## config.mk

```make
export PLATFORM = sky130hd
export DESIGN_NAME = sfu_arith
export DESIGN_NICKNAME = d
export VERILOG_FILES = /design/src/single_float_add_sub_mul_div_unit_defines.svh /design/src/sfu_pkg.sv /design/src/sfu_arith.sv
export SDC_FILE = /design/constraint.sdc
export NUM_CORES = 2
export LEC_CHECK = 0
export BUFFER_PORTS_ARGS = -buffer_cell sky130_fd_sc_hd__buf_4
export CAP_MARGIN = 20
export CORE_UTILIZATION = 50
export DETAILED_ROUTE_END_ITERATION = 8
export PLACE_DENSITY = 0.7
export SYNTH_ARGS = -nofsm -noshare
export SYNTH_HDL_FRONTEND = slang
export SYNTH_SLANG_ARGS = --single-unit
```

## constraint.sdc

```tcl
create_clock -name clk -period 2.15 [get_ports clk]
set_clock_uncertainty 0.05 [all_clocks]
set_input_delay 0.1075 -clock clk [delete_from_list [all_inputs] [get_ports clk]]
set_output_delay 0.1075 -clock clk [all_outputs]
set_load 0.005 [all_outputs]
```

## src/single_float_add_sub_mul_div_unit_defines.svh

```systemverilog
// ---------------------------------------------------------------------------
// Single float unit assertion macros
// Shared concurrent check forms for the floating-point unit.
// ---------------------------------------------------------------------------
`ifndef SINGLE_FLOAT_ADD_SUB_MUL_DIV_UNIT_DEFINES_SVH
`define SINGLE_FLOAT_ADD_SUB_MUL_DIV_UNIT_DEFINES_SVH

// same-cycle implication
`define SFU_ASSERT_NOW(lbl, clk_i, rst_ni, ante, cons, msg) \
lbl: assert property (@(posedge clk_i) disable iff (!rst_ni) (ante) |-> (cons)) \
else $error(msg);

// next-cycle implication
`define SFU_ASSERT_NEXT(lbl, clk_i, rst_ni, ante, cons, msg) \
lbl: assert property (@(posedge clk_i) disable iff (!rst_ni) (ante) |=> (cons)) \
else $error(msg);

`endif

```

## src/sfu_pkg.sv

```systemverilog
// ---------------------------------------------------------------------------
// Single float unit package
// Operation codes, word constants and the pipeline request record.
// ---------------------------------------------------------------------------
package sfu_pkg;

	localparam logic [1:0] FuncAdd = 2'd0;
	localparam logic [1:0] FuncSub = 2'd1;
	localparam logic [1:0] FuncMul = 2'd2;
	localparam logic [1:0] FuncDiv = 2'd3;

	localparam logic [31:0] SignBit  = 32'h8000_0000;
	localparam logic [31:0] MagMask  = 32'h7FFF_FFFF;
	localparam logic [31:0] QnanWord = 32'h7FC0_0000;
	localparam logic [7:0]  ExpMax   = 8'hFF;

	localparam int DivIters        = 28;
	localparam int DivStepsDefault = 2;

	typedef struct packed {
		logic [1:0]         func;
		logic               done;
		logic [31:0]        word;
		logic               sign;
		logic signed [10:0] expo;
		logic               eff_sub;
		logic [28:0]        mant;
		logic [27:0]        aux;
		logic [24:0]        rem;
		logic [23:0]        dvs;
	} item_t;

	function automatic logic is_nan(input logic [31:0] w);
		return (w[30:23] == ExpMax) && (w[22:0] != 23'd0);
	endfunction

	function automatic logic [23:0] sig_of(input logic [31:0] w);
		return {1'b1, w[22:0]};
	endfunction

endpackage

```

## src/sfu_arith.sv

```systemverilog
// ---------------------------------------------------------------------------
// Single float unit arithmetic stage
// Significand add or subtract, and the significand product.
// ---------------------------------------------------------------------------
module sfu_arith (
	input  logic           clk,
	input  logic           arst_n,
	input  logic           en,
	input  logic           in_vld,
	input  sfu_pkg::item_t in_item,
	output logic           out_vld,
	output sfu_pkg::item_t out_item
);

	sfu_pkg::item_t it;
	sfu_pkg::item_t item_s2;
	logic           vld_s2;
	logic [47:0]    prod;

	always_comb begin
		it   = in_item;
		prod = in_item.mant[23:0] * in_item.dvs;
		if (!in_item.done) begin
			unique case (in_item.func)
				sfu_pkg::FuncAdd, sfu_pkg::FuncSub: begin
					it.mant = in_item.eff_sub ? (in_item.mant - {1'b0, in_item.aux}) :
					          (in_item.mant + {1'b0, in_item.aux});
				end
				sfu_pkg::FuncMul: it.mant = prod[47:19];
				sfu_pkg::FuncDiv: it.mant = in_item.mant;
				default:          it.mant = in_item.mant;
			endcase
		end
	end

	always_ff @(posedge clk or negedge arst_n) begin
		if (!arst_n) begin
			vld_s2 <= 1'b0;
		end else if (en) begin
			vld_s2 <= in_vld;
		end
	end

	always_ff @(posedge clk) begin
		if (en) begin
			item_s2 <= it;
		end
	end

	assign out_vld  = vld_s2;
	assign out_item = item_s2;

endmodule

```

# Word-level counts from Yosys, hierarchy flattened

Cells that the tools add are included.
Widths: inputs -> output; s select.

Div/mod/pow operators: 0
Equality and inequality tests: 3
Shifts and indexed selects: 0
Reductions and logical operators: 2
Magnitude comparators: 0
Muxes and demuxes: 3
Multiply operators: 1
Add/sub/neg operators: 2
Bitwise operators: 0

Operator list:

| cell               | number |
|---|---|
| $pmux 29 s3        | 1 |
| $mux 29            | 2 |
| $mul 24x24->48     | 1 |
| $add 29x28->29     | 1 |
| $sub 29x28->29     | 1 |
| $eq 2x2->1 const B | 2 |
| $eq 2x1->1 const B | 1 |
| $logic_not 2->1    | 1 |
| $reduce_or 2->1    | 1 |

Output and inout bits: 155
Bits in writable memories: 0
Register bits after elaboration: 155
ROM bits: 0
Input port bits: 158
Logic and storage cells: 22
Latch bits: 0
Memories: 0

# Depth between registers and ports, before layout

Depth in word-level cells: 4
Gate-level depth with buffers: 26
Mapped depth without buffers: 25

# Worst setup path before layout

Ideal clock, no wire load.

Kind: input to register
Start: input in_item[3] (netlist name)
End: register item_s2, in the netlist out_item[102], data pin
Stages: 26
Buffers on the path: 1
Data arrival time: 6.146 ns
Required time: 1.827 ns
Library setup time: 0.273 ns
Setup slack: -4.319 ns
Path through: clkbuf_1 > nand2_1 > fa_1 > inv_1 > fa_1 > inv_1 > fa_1 > inv_1 > fa_1 > inv_1 > fa_1 > inv_1 > fa_1 > inv_1 > fa_1 > inv_1 > ha_1 > and4_1 > o211ai_1 > or3b_4 > a31oi_4 > a211oi_1 > a21oi_1 > a21oi_1 > xor2_1 > o221ai_1

RTL lines:

| element              | line            | text |
|---|---|---|
| from (decl)          | sfu_arith.sv:10 | `input sfu_pkg::item_t in_item,` |
| to (signal assigned) | sfu_arith.sv:46 | `item_s2 <= it;` |
| to (decl)            | sfu_arith.sv:16 | `sfu_pkg::item_t item_s2;` |

==> results.md <==
* Status: finished with violations
* Failing checks: setup timing
* Via count at approximately 22000
* Grt total ovfl at 0
* Slowest CP cell: fa_1
* Cell area after synthesis at between 0.02 and 0.03 mm2
* Antenna viol nets, final at 0
* Largest cells by area after synthesis: fa_1, edfxtp_1, ha_1
* Period utilization at 289%
* Later-pin clock latency in the skew report at ~0.47 ns
* Detailed-route vias per instance at roughly 5.3
* Worst EP required at roughly 2.3 ns
* Pre-antenna DRT Iters at 6
* Worst-Margin Slew at between 0.9 and 1 ns
* Worst Path Arrival at between 6 and 7 ns
* Top cell by count, worst path: fa_1
* Number of max-cap violations at 0
* WP buf/inv at 9
* Fmax at 161 MHz
* CP endpoint kind: flop
* Reg2Reg Setup Slack at about 1.3 ns
* Post-synth EDFFs at 154
* Post-synth top flop: edfxtp_1
* Placer Congestion at 0.912
* Compound-Gate Fraction of Synth Area at ~6.4%
* Starting DRT DRC Count at 1543
* Critical path depth at 27
* Synth area leader: fa_1
* Vias in the first global route at 24200
* Synthesized flop and latch total at about 160
* Worst Hold Class: in -> reg
* Gate Count Post-Synth at roughly 2600
* DRC at 0
* CTS tree: done
* Port-buffer cells at 312
* Slew headroom at approximately 34%
* Site Rows at 82
* CTS H-tree depth at 4
* Slew Limit Fails at 0
* Final wirelength at between 80000 and 90000 um
* RSZ-0062 raised after global routing: true
* Final worst setup slack at -4.06 ns
* Nature of the critical path startpoint: input pin
* Adder-Cell Fraction of Synth Area at 47.8%
* Ys async rst share at less than 1%
* Synthesis Warnings at 0
* Fraction of layout cells with a size suffix above 1 at 27.9%
* Clk root buf: clkbuf_16
* First-pass GRT wire length at roughly 130000 um
* Avg WL per Cell at a little over 20 um
* Finish-stage setup viols at 29
* Die width at 227 um
* Min Clock Period, post-route at about 6.2 ns
* Clock Sinks at 155
* Worst-path clk slew at roughly 0.070 ns
* Register area share after synthesis at about 18%
* Initial Util at 50.6%
* DP HPWL at 64100 um
* Post-synth cell types at between 60 and 70
* Final nets at roughly 4200
* Min-Delay Startpoint: in_item[85]
* IO Count at about 310
* Area delta synth->final at 36.2%
* Initial antenna violation count at 4
* Hold Path Cell Cnt at 4
* Synth top area share at 38.0%
* Hold EP: out_item[85]
* XOR/XNOR share of the synthesized area at 2.69%
* Crit path max-delay family: adder cells
* Worst stage delay on the critical path at approximately 0.55 ns
* Post-synthesis mux area share at 0.202%
* Synth Area per Inst at 9.78 um2
* Max clock buf depth at 2
* Sum Neg Setup Slack at -112.55 ns
* Die area at between 0.05 and 0.06 mm2
* Core footprint at roughly 0.05 mm2
* Largest family of logic cells by synthesized area: adder cells
* Hold Vio Cnt, Final at 0
* Reg-to-reg startpoint: out_vld
* Largest net degree at the start of global routing at 43
* CP max FO at 5
* Post-Syn Nets at approximately 3400
* Type of the worst setup path: in -> reg
* Worst R2R Path Depth at 1
* Die height at ~230 um
* Total CTS buffers at 17
* RR Endpoint: out_vld
* Total GRT Usage at approximately a third
* Simple-gate area share of the yosys netlist at 14.6%
==> through the flow <==
stage          util [%]  std cells  cell area, um2  hold WS, ns  setup slack (ns)
2_1_floorplan         -       2597           25800       -0.238             -4.08
3_3_place_gp       62.0       3829           31100       -0.164             -4.77
3_5_place_dp       62.0       3829           31100       -0.162             -4.84
4_1_cts            68.5       4025           34300       0.0335             -3.91
5_1_grt            68.9       4030           34600       0.0601             -4.25
6_report           68.9       4030           34600       0.0600             -4.06
==> cells by family (layout without fill, tap and decap cells) <==
family                     after synthesis  in the layout
and+or+nand+nor                        746            746
adders and majority gates              681            681
buffers and inverters                  680           1439
AOI/OAI and AO/OA                      252            252
DFF                                    155            155
xor gates and xnor gates                78             78
muxes                                    5              5
other                                    0              2
==> cell type report <==
class	count	area, um2
multi-input combinational	1762	19100
fill	3644	15600
timing repair buffer	834	7220
sequential	155	4650
inverter	573	2150
tap	672	841
clock buffer	18	429
clock inverter	14	158
antenna	2	5.00
==> tightest hold or removal path: stages <==
cell and delay [ns]:
buf_12 0.13, buf_4 0.12, nand2_1 0.05, o221ai_2 0.06
==> flip-flops by register name, indices dropped and copies added, names as in the netlist <==
name      cells
out_item    154
out_vld       1
==> per-layer routing <==
layer  global-route usage, %  part of all wire, %  vias up
met5                       0                    0        -
met4                    22.3                  6.7        0
met3                    5.95                  5.7      294
met2                    57.9                   52      846
met1                    36.7                   36    11000
li1                        -                    -     9436
==> cell usage after synthesis, drive strengths merged (6+ instances only) <==
| master | number |
|---|---|
| nor2 | 54 |
| clkbuf | 104 |
| edfxtp | 154 |
| nand3 | 12 |
| nand2b | 7 |
| xnor2 | 51 |
| o21ai | 52 |
| nor3 | 19 |
| a21o | 30 |
| fa | 482 |
| nand2 | 342 |
| a21oi | 81 |
| o211ai | 6 |
| a22oi | 11 |
| ha | 199 |
| a31oi | 10 |
| xor2 | 27 |
| o21a | 11 |
| nand4 | 7 |
| inv | 573 |
| o22ai | 6 |
| and2 | 278 |
| a211oi | 12 |
==> layout by cell type, fill, tap and decap left out, types with 11 or more instances in the layout <==
cell           netlist  layout
a21o_1              30      29
a21oi_1             80      59
a21oi_2              1      17
a22oi_1             11      11
and2_1             278     248
and2_4               0      30
buf_12               0      20
buf_4                0     631
buf_6                0      38
buf_8                0      14
clkbuf_16            0      17
dlygate4sd3_1        0     124
edfxtp_1           154     154
fa_1               482     449
fa_2                 0      33
ha_1               199     183
ha_4                 0      13
inv_1              573     550
inv_2                0      23
nand2_1            342     334
nor2_1              54      52
nor3_1              18      16
o21ai_0             43      23
o21ai_1              7      17
xnor2_1             51      42
xor2_1              27      26
==> worst max-delay path by stage <==
stage	from	endpoint	slack, ns
after floorplan	in_item[8]	out_item[102]	-4.08
after global placement	in_item[3]	out_item[94]	-4.77
after CTS	in_item[11]	out_item[104]	-3.91
final	in_item[89]	out_item[103]	-4.06
after detailed placement	in_item[3]	out_item[104]	-4.84
after global routing	in_item[4]	out_item[103]	-4.25
==> repair_timing <==
item	in CTS	in global routing
setup endpoints to repair	29	29
pin swaps	117	50
hold buffers	124	0
hold endpoints to repair	141	0
resized for setup	258	44
gates cloned	6	0
buffers inserted	37	6
Power is not shown: default switching activity piles up to over one toggle a cycle in this logic, so the estimate is an artifact.
