## src/single_float_add_sub_mul_div_unit_defines.svh

```systemverilog
// ---------------------------------------------------------------------------
// Single float unit assertion macros
// Shared concurrent check forms for the floating-point unit.
// ---------------------------------------------------------------------------
`ifndef SINGLE_FLOAT_ADD_SUB_MUL_DIV_UNIT_DEFINES_SVH
`define SINGLE_FLOAT_ADD_SUB_MUL_DIV_UNIT_DEFINES_SVH

// same-cycle implication
`define SFU_ASSERT_NOW(lbl, clk_i, rst_ni, ante, cons, msg) \
lbl: assert property (@(posedge clk_i) disable iff (!rst_ni) (ante) |-> (cons)) \
else $error(msg);

// next-cycle implication
`define SFU_ASSERT_NEXT(lbl, clk_i, rst_ni, ante, cons, msg) \
lbl: assert property (@(posedge clk_i) disable iff (!rst_ni) (ante) |=> (cons)) \
else $error(msg);

`endif

```

## src/sfu_pkg.sv

```systemverilog
// ---------------------------------------------------------------------------
// Single float unit package
// Operation codes, word constants and the pipeline request record.
// ---------------------------------------------------------------------------
package sfu_pkg;

	localparam logic [1:0] FuncAdd = 2'd0;
	localparam logic [1:0] FuncSub = 2'd1;
	localparam logic [1:0] FuncMul = 2'd2;
	localparam logic [1:0] FuncDiv = 2'd3;

	localparam logic [31:0] SignBit  = 32'h8000_0000;
	localparam logic [31:0] MagMask  = 32'h7FFF_FFFF;
	localparam logic [31:0] QnanWord = 32'h7FC0_0000;
	localparam logic [7:0]  ExpMax   = 8'hFF;

	localparam int DivIters        = 28;
	localparam int DivStepsDefault = 2;

	typedef struct packed {
		logic [1:0]         func;
		logic               done;
		logic [31:0]        word;
		logic               sign;
		logic signed [10:0] expo;
		logic               eff_sub;
		logic [28:0]        mant;
		logic [27:0]        aux;
		logic [24:0]        rem;
		logic [23:0]        dvs;
	} item_t;

	function automatic logic is_nan(input logic [31:0] w);
		return (w[30:23] == ExpMax) && (w[22:0] != 23'd0);
	endfunction

	function automatic logic [23:0] sig_of(input logic [31:0] w);
		return {1'b1, w[22:0]};
	endfunction

endpackage

```

## src/sfu_round.sv

```systemverilog
// ---------------------------------------------------------------------------
// Single float unit normalise and round stages
// Leading-one alignment, then +8 rounding, range checks and packing.
// ---------------------------------------------------------------------------
module sfu_round (
	input  logic           clk,
	input  logic           arst_n,
	input  logic           en,
	input  logic           in_vld,
	input  sfu_pkg::item_t in_item,
	output logic           out_vld,
	output logic [31:0]    out_word
);

	typedef struct packed {
		logic               done;
		logic [31:0]        word;
		logic               sign;
		logic signed [10:0] expo;
		logic [28:0]        m;
		logic               rnd;
		logic               ren;
	} norm_t;

	norm_t              n;
	norm_t              norm_s4;
	logic               vld_s4;
	logic [4:0]         lz;
	logic               found;
	logic [28:0]        m2;
	logic signed [10:0] e2;
	logic [31:0]        w;
	logic [31:0]        word_s5;
	logic               vld_s5;

	always_comb begin
		lz    = 5'd0;
		found = 1'b0;
		for (int i = 27; i >= 0; i--) begin
			if (!found && in_item.mant[i]) begin
				lz    = 5'(27 - i);
				found = 1'b1;
			end
		end
		n.done = in_item.done;
		n.word = in_item.word;
		n.sign = in_item.sign;
		n.expo = in_item.expo;
		n.m    = in_item.mant;
		n.rnd  = 1'b1;
		n.ren  = 1'b1;
		unique case (in_item.func)
			sfu_pkg::FuncAdd, sfu_pkg::FuncSub: begin
				if (!in_item.eff_sub) begin
					n.ren = 1'b0;
					if (in_item.mant[28]) begin
						n.expo = in_item.expo + 11'sd1;
						n.m    = {1'b0, in_item.mant[28:1]};
					end else begin
						n.rnd = 1'b0;
					end
				end else if (in_item.mant == 29'd0) begin
					n.done = 1'b1;
					n.word = 32'd0;
				end else begin
					n.m    = {1'b0, in_item.mant[27:0] << lz};
					n.expo = in_item.expo - $signed({6'd0, lz});
					if (n.expo <= 11'sd0) begin
						n.done = 1'b1;
						n.word = 32'd0;
					end
				end
			end
			sfu_pkg::FuncMul: begin
				if (in_item.mant[28]) begin
					n.expo = in_item.expo + 11'sd1;
					n.m    = {1'b0, in_item.mant[28:1]};
				end
			end
			sfu_pkg::FuncDiv: begin
				if (in_item.aux[27]) begin
					n.m = {1'b0, in_item.aux};
				end else begin
					n.m    = {in_item.aux, 1'b0};
					n.expo = in_item.expo - 11'sd1;
				end
			end
			default: n.done = 1'b1;
		endcase
		if (in_item.done) begin
			n.done = 1'b1;
			n.word = in_item.word;
		end
	end

	always_comb begin
		m2 = norm_s4.rnd ? (norm_s4.m + 29'd8) : norm_s4.m;
		e2 = norm_s4.expo;
		if (norm_s4.ren && m2[28]) begin
			m2 = {1'b0, m2[28:1]};
			e2 = norm_s4.expo + 11'sd1;
		end
		priority if (norm_s4.done) w = norm_s4.word;
		else if (e2 >= 11'sd255)   w = {norm_s4.sign, sfu_pkg::ExpMax, 23'd0};
		else if (e2 < 11'sd0)      w = 32'd0;
		else                       w = {norm_s4.sign, e2[7:0], m2[26:4]};
	end

	always_ff @(posedge clk or negedge arst_n) begin
		if (!arst_n) begin
			vld_s4 <= 1'b0;
			vld_s5 <= 1'b0;
		end else if (en) begin
			vld_s4 <= in_vld;
			vld_s5 <= vld_s4;
		end
	end

	always_ff @(posedge clk) begin
		if (en) begin
			norm_s4 <= n;
			word_s5 <= w;
		end
	end

	assign out_vld  = vld_s5;
	assign out_word = word_s5;

endmodule

```

## config.mk

```make
export PLATFORM = sky130hd
export DESIGN_NAME = sfu_round
export DESIGN_NICKNAME = d
export VERILOG_FILES = /design/src/single_float_add_sub_mul_div_unit_defines.svh /design/src/sfu_pkg.sv /design/src/sfu_round.sv
export SDC_FILE = /design/constraint.sdc
export NUM_CORES = 1
export LEC_CHECK = 0
export BUFFER_PORTS_ARGS = -buffer_cell sky130_fd_sc_hd__buf_4
export CAP_MARGIN = 20
export CORE_UTILIZATION = 57
export DETAILED_ROUTE_END_ITERATION = 12
export GPL_ROUTABILITY_DRIVEN = 0
export GPL_TIMING_DRIVEN = 0
export HOLD_SLACK_MARGIN = 0.06
export PLACE_DENSITY = 0.83
export SKIP_LAST_GASP = 1
export SLEW_MARGIN = 0
export SYNTH_ARGS = -nofsm -noshare
export SYNTH_HDL_FRONTEND = slang
export SYNTH_SLANG_ARGS = --single-unit
```

## constraint.sdc

```tcl
create_clock -name clk -period 3.9 [get_ports clk]
set_clock_uncertainty 0.1 [all_clocks]
set_input_delay 0.39 -clock clk [delete_from_list [all_inputs] [get_ports clk]]
set_output_delay 0.39 -clock clk [all_outputs]
set_load 0.01 [all_outputs]
```

# Word-level counts from Yosys, hierarchy flattened
# Index checks and enable logic that the tools add are counted.
dict set report totals {
  out_inout_bits 33
  inputBits 158
  register_bits 110
}
dict set report op_classes {
  addsub 5
  shift 1
  mux 73
  n_lt_le_gt_ge 3
  n_eq_ne 3
  n_reduce_logical 59
  bitwise_logic 1
}
# cell count
set ops {}
lappend ops {{2-to-1 mux 33 bit} 4}
lappend ops {{2-to-1 mux 32 bit} 4}
lappend ops {{2-to-1 mux 5 bit} 25}
lappend ops {{2-to-1 mux 40 bit} 3}
lappend ops {{case mux 40 bit (3 select lines)} 1}
lappend ops {{2-to-1 mux 1 bit} 30}
lappend ops {{adder 29 x 4 -> 29 bit (second input constant)} 1}
lappend ops {{logical NOT 29 bit} 1}
lappend ops {{2-to-1 mux 29 bit} 1}
lappend ops {{logical AND 1 bit} 28}
lappend ops {{2-to-1 mux 28 bit} 1}
lappend ops {{left shift 28 x 5 -> 28 bit} 1}
lappend ops {{logical NOT 1 bit} 27}
lappend ops {{2-to-1 mux 27 bit} 1}
lappend ops {{adder 11 x 2 -> 11 bit (second input constant)} 2}
lappend ops {{2-to-1 mux 11 bit} 2}
lappend ops {{greater-or-equal comparator 11 x 9 -> 1 bit (second input constant)} 1}
lappend ops {{less-or-equal comparator 11 x 1 -> 1 bit (second input constant)} 1}
lappend ops {{less-than comparator 11 x 1 -> 1 bit (second input constant)} 1}
lappend ops {{subtractor 11 x 2 -> 11 bit (second input constant)} 1}
lappend ops {{subtractor 11 x 6 -> 11 bit} 1}
lappend ops {{== test 2 bit (second input constant)} 2}
lappend ops {{OR reduction 2 bit} 2}
lappend ops {{== test 2 x 1 -> 1 bit (second input constant)} 1}
lappend ops {{3 further kinds} 3}

# Logic depth before layout (Yosys ltp)
dict set report depth {
  ltp_word 89
  ltp_mapped 21
}

# Worst setup path before layout
# Ideal clock, no wire load.
dict set report synth_timing {
  path_type {input to register}
  startpoint {in in_item[88] (netlist name)}
  endpoint {reg norm_s4[44] (netlist name) (data pin)}
  setup_ps 266
  path_slack_ps -1246
  arrival_ps 4780
  cell_stages 20
  cell_sequence {clkbuf_1 > or4_4 > o21a_1 > o21a_1 > nor2_2 > inv_1 > clkbuf_1 > clkbuf_1 > clkbuf_1 > ha_1 > nor2b_1 > o21ai_0 > nand2b_1 > a211o_1 > nor4b_1 > xor2_1 > a311oi_1 > nor3_1 > clkbuf_1 > nor2b_1}
}
# element line
set synth_lines {}
lappend synth_lines {{start: declaration} sfu_round.sv:10} ;# input sfu_pkg::item_t in_item,
lappend synth_lines {{end signal: assignment} sfu_round.sv:121} ;# norm_s4 <= n;
lappend synth_lines {{end: declaration} sfu_round.sv:26} ;# norm_t norm_s4;

==> flow_summary.toml <==
[critical_path]
slowest_delay_ps = 570
critPathBufInv = 7
critPathMaxFanout = 11
critical_path_class = "in -> reg"
slowest_stage = "or4_4"
cpMostUsedCell = "buf_4"
worst-path-stages = 22
cp-end-kind = "flop"
crit_family = "simple AND/OR/NAND/NOR gates"
r2r_slack_ps = 190
path_cells = "buf_8 > or4_4 > buf_4 > nor3_4 > a22oi_2 > o21a_4 > nor2_8 > clkinv_8 > ha_4 > fa_2 > nor2b_1 > o21ai_1 > nand2b_1 > a211o_1 > buf_4 > xor2_2 > a311oi_2 > buf_4 > nor3_4 > buf_12 > clkbuf_8 > nor2b_1"
r2r_cells = 11
worstPathArrival_ps = 4190
required_ps = 3900
worst_setup_path_start_kind = "input port"

[clock_tree]
cts.reportedPaths.clkPinSlew_ps = 60
cts_made_buffers = 9
insertion_delay_ps = 350
cts_sinks = 107
cts_tree = "done"
htree_num_levels = 3
clock_path_buffers = 2
root_buffer = "clkbuf_16"

[timing]
final_max_slew_viol_count = 0
layout_min_cycle_time_ps = 4190
whs_ps = 120
fmax_ghz = 0.239
slew_headroom_pct = 44.3
final-setup-viol-count = 32
worstMarginPinSlew_ps = 829
final.setup.worst_slack_ps = -291
fin_crit_sh_pct = 107
hold_violations = 0
fin_tns_setup_ps = -8750
grt_setup_unrepaired = "yes"

[synthesis]
yosysUniqueCellTypes = 87
synth_edf_count = 105
synth.avg_cell_area_um2 = 9.15
ys.warnings.count = 0
synth_nets = 1169
synth_area_mm2 = 0.00916
synthArstFlopShare_pct = 1.87
ys_ff_latch = 107
synth_cells = 1001
synth_top_area_cell = "edfxtp_1"
yosysTopAreaCellShare_pct = 34.4
ys_seq_area_share_pct = 35.0
synth.top_cells.by_area = "edfxtp_1 34%, mux2i_1 9.7%, nand2_1 3.6%"
ys.flop_type = "edfxtp_1"

[global_routing]
grt_pass1_vias = 8514
antenna_found_initial = 0
grt-ovfl-total = 0
grt_max_degree = 57
grt_usage_pct = 34.5
grt_pass1_wl_mm = 44.2

[detailed_routing]
routed_wirelength_mm = 28.3
drc_errors = 0
vias = 9218
drtAntennaViolNets = 0
dr.pass1.iters = 7
wire_per_inst_um = 20.6
dr.first_iter.drc_count = 1551
viasPerCell = 6.73

[power]
p_leak_nw = 4.25
power.density_mw_per_mm2 = 292
peakVddDrop_mv = 0.256
power_mw = 3.24

[die]
core_mm2 = 0.0154
die-height_um = 129
num_rows = 45
ios = 191
dieArea_mm2 = 0.0166
start_util_pct = 59.4
die_w_um = 129

[finish]
drive_above_1_share_pct = 22.0
finish.utilization_pct = 72.0
layout_common_cells = "147 x buf_4, 105 x edfxtp_1, 89 x mux2i_1, 88 x nand2_1, 86 x nor2_1"
synthToLayoutAreaGrowth_pct = 21.3
final_common_cell = "buf_4"
antenna_cells = 0
nets = 1322

[min_path]
whs_path_depth = 1
hp-class = "in -> reg"

[place]
io_buffers = 121
dpl.hpwl_mm = 21.2
place_ws_ps = -1630

[flow_run]
cap_violations = 0

[status]
violations = "negative setup slack"
status = "finished, violations left"
-- flip-flops by register name, summed over array words and instances, names as in the netlist --
name and cells:
out_vld 1, vld_s4 1, norm_s4 73, out_word 32
-- metal layers --
layer  share of wire (%)  vias up  GRT usage (%)
met1                  37     4247           42.4
met4                 5.6        0           18.8
met3                  10      153           6.07
met2                  47      670           57.9
li1                    -     4148              -
met5                   0        -              0
-- final timing paths --
check | start | endpoint
max in group asynchronous | arst_n | out_vld$_DFFE_PN0P_
setup reg to reg | norm_s4[1]$_SDFFCE_PP1P_ | out_word[2]$_DFFE_PP_
hold / removal | in_item[118] | norm_s4[42]$_DFFE_PP_
setup / recovery | in_item[87] | norm_s4[53]$_DFFE_PP_
min in group asynchronous | arst_n | vld_s4$_DFFE_PN0P_
hold reg to reg | norm_s4[74]$_DFFE_PP_ | out_word[31]$_DFFE_PP_
-- repair_timing --
item	4_1_cts	5_1_grt
hold endpoints to repair	2	0
endpoints found under the setup margin	40	61
setup buffers	10	18
pin swaps	12	10
resized for setup	24	31
hold buffers	1	0
-- kinds of logic (layout without fill, tap and decap cells) --
logic type	Yosys count	after routing	synth area share [%]
and+or+nand+nor	360	360	20.6
AOI/OAI and AO/OA	275	275	20.8
muxes	112	112	13.9
DFF	107	107	35.0
buffers and inverters	97	255	4.59
xor gates and xnor gates	39	39	3.73
adders and majority gates	10	10	1.45
other	1	1	0.0409
-- where the power goes --
part | total, mW | switching [mW] | internal, mW
Clock | 0.800 | 0.375 | 0.426
Combinational | 0.974 | 0.555 | 0.419
Sequential | 1.47 | 0.0663 | 1.40
Total | 3.24 | 0.996 | 2.25
-- cells in the mapped netlist, drive strengths merged (22+ instances only) --
library cell and instances:
nor2b 43, nand3 24, o21ai 56, mux2i 90, a21oi 50, clkbuf 53, a22o 24, edfxtp 105
nand2 89, nand4 22, nor2 90, buf 25
-- layout make-up --
cell class              instances  area [µm²]
clock inverters                 6        32.5
fillers                      1177        4320
well taps                     211         264
multi-input cells             797        5750
repair buffers                150        1160
inverters                      19        88.8
clock buffers                  10         229
flip-flops and latches        107        3200
plain buffers                  70         380
-- through the flow --
step	cell area, µm²	instances
floorplan	9270	1001
global route	11100	1370
finish	11100	1370
global placement	10400	1333
detailed placement	10500	1334
CTS	10900	1356
(Power assumes the default switching activity.)
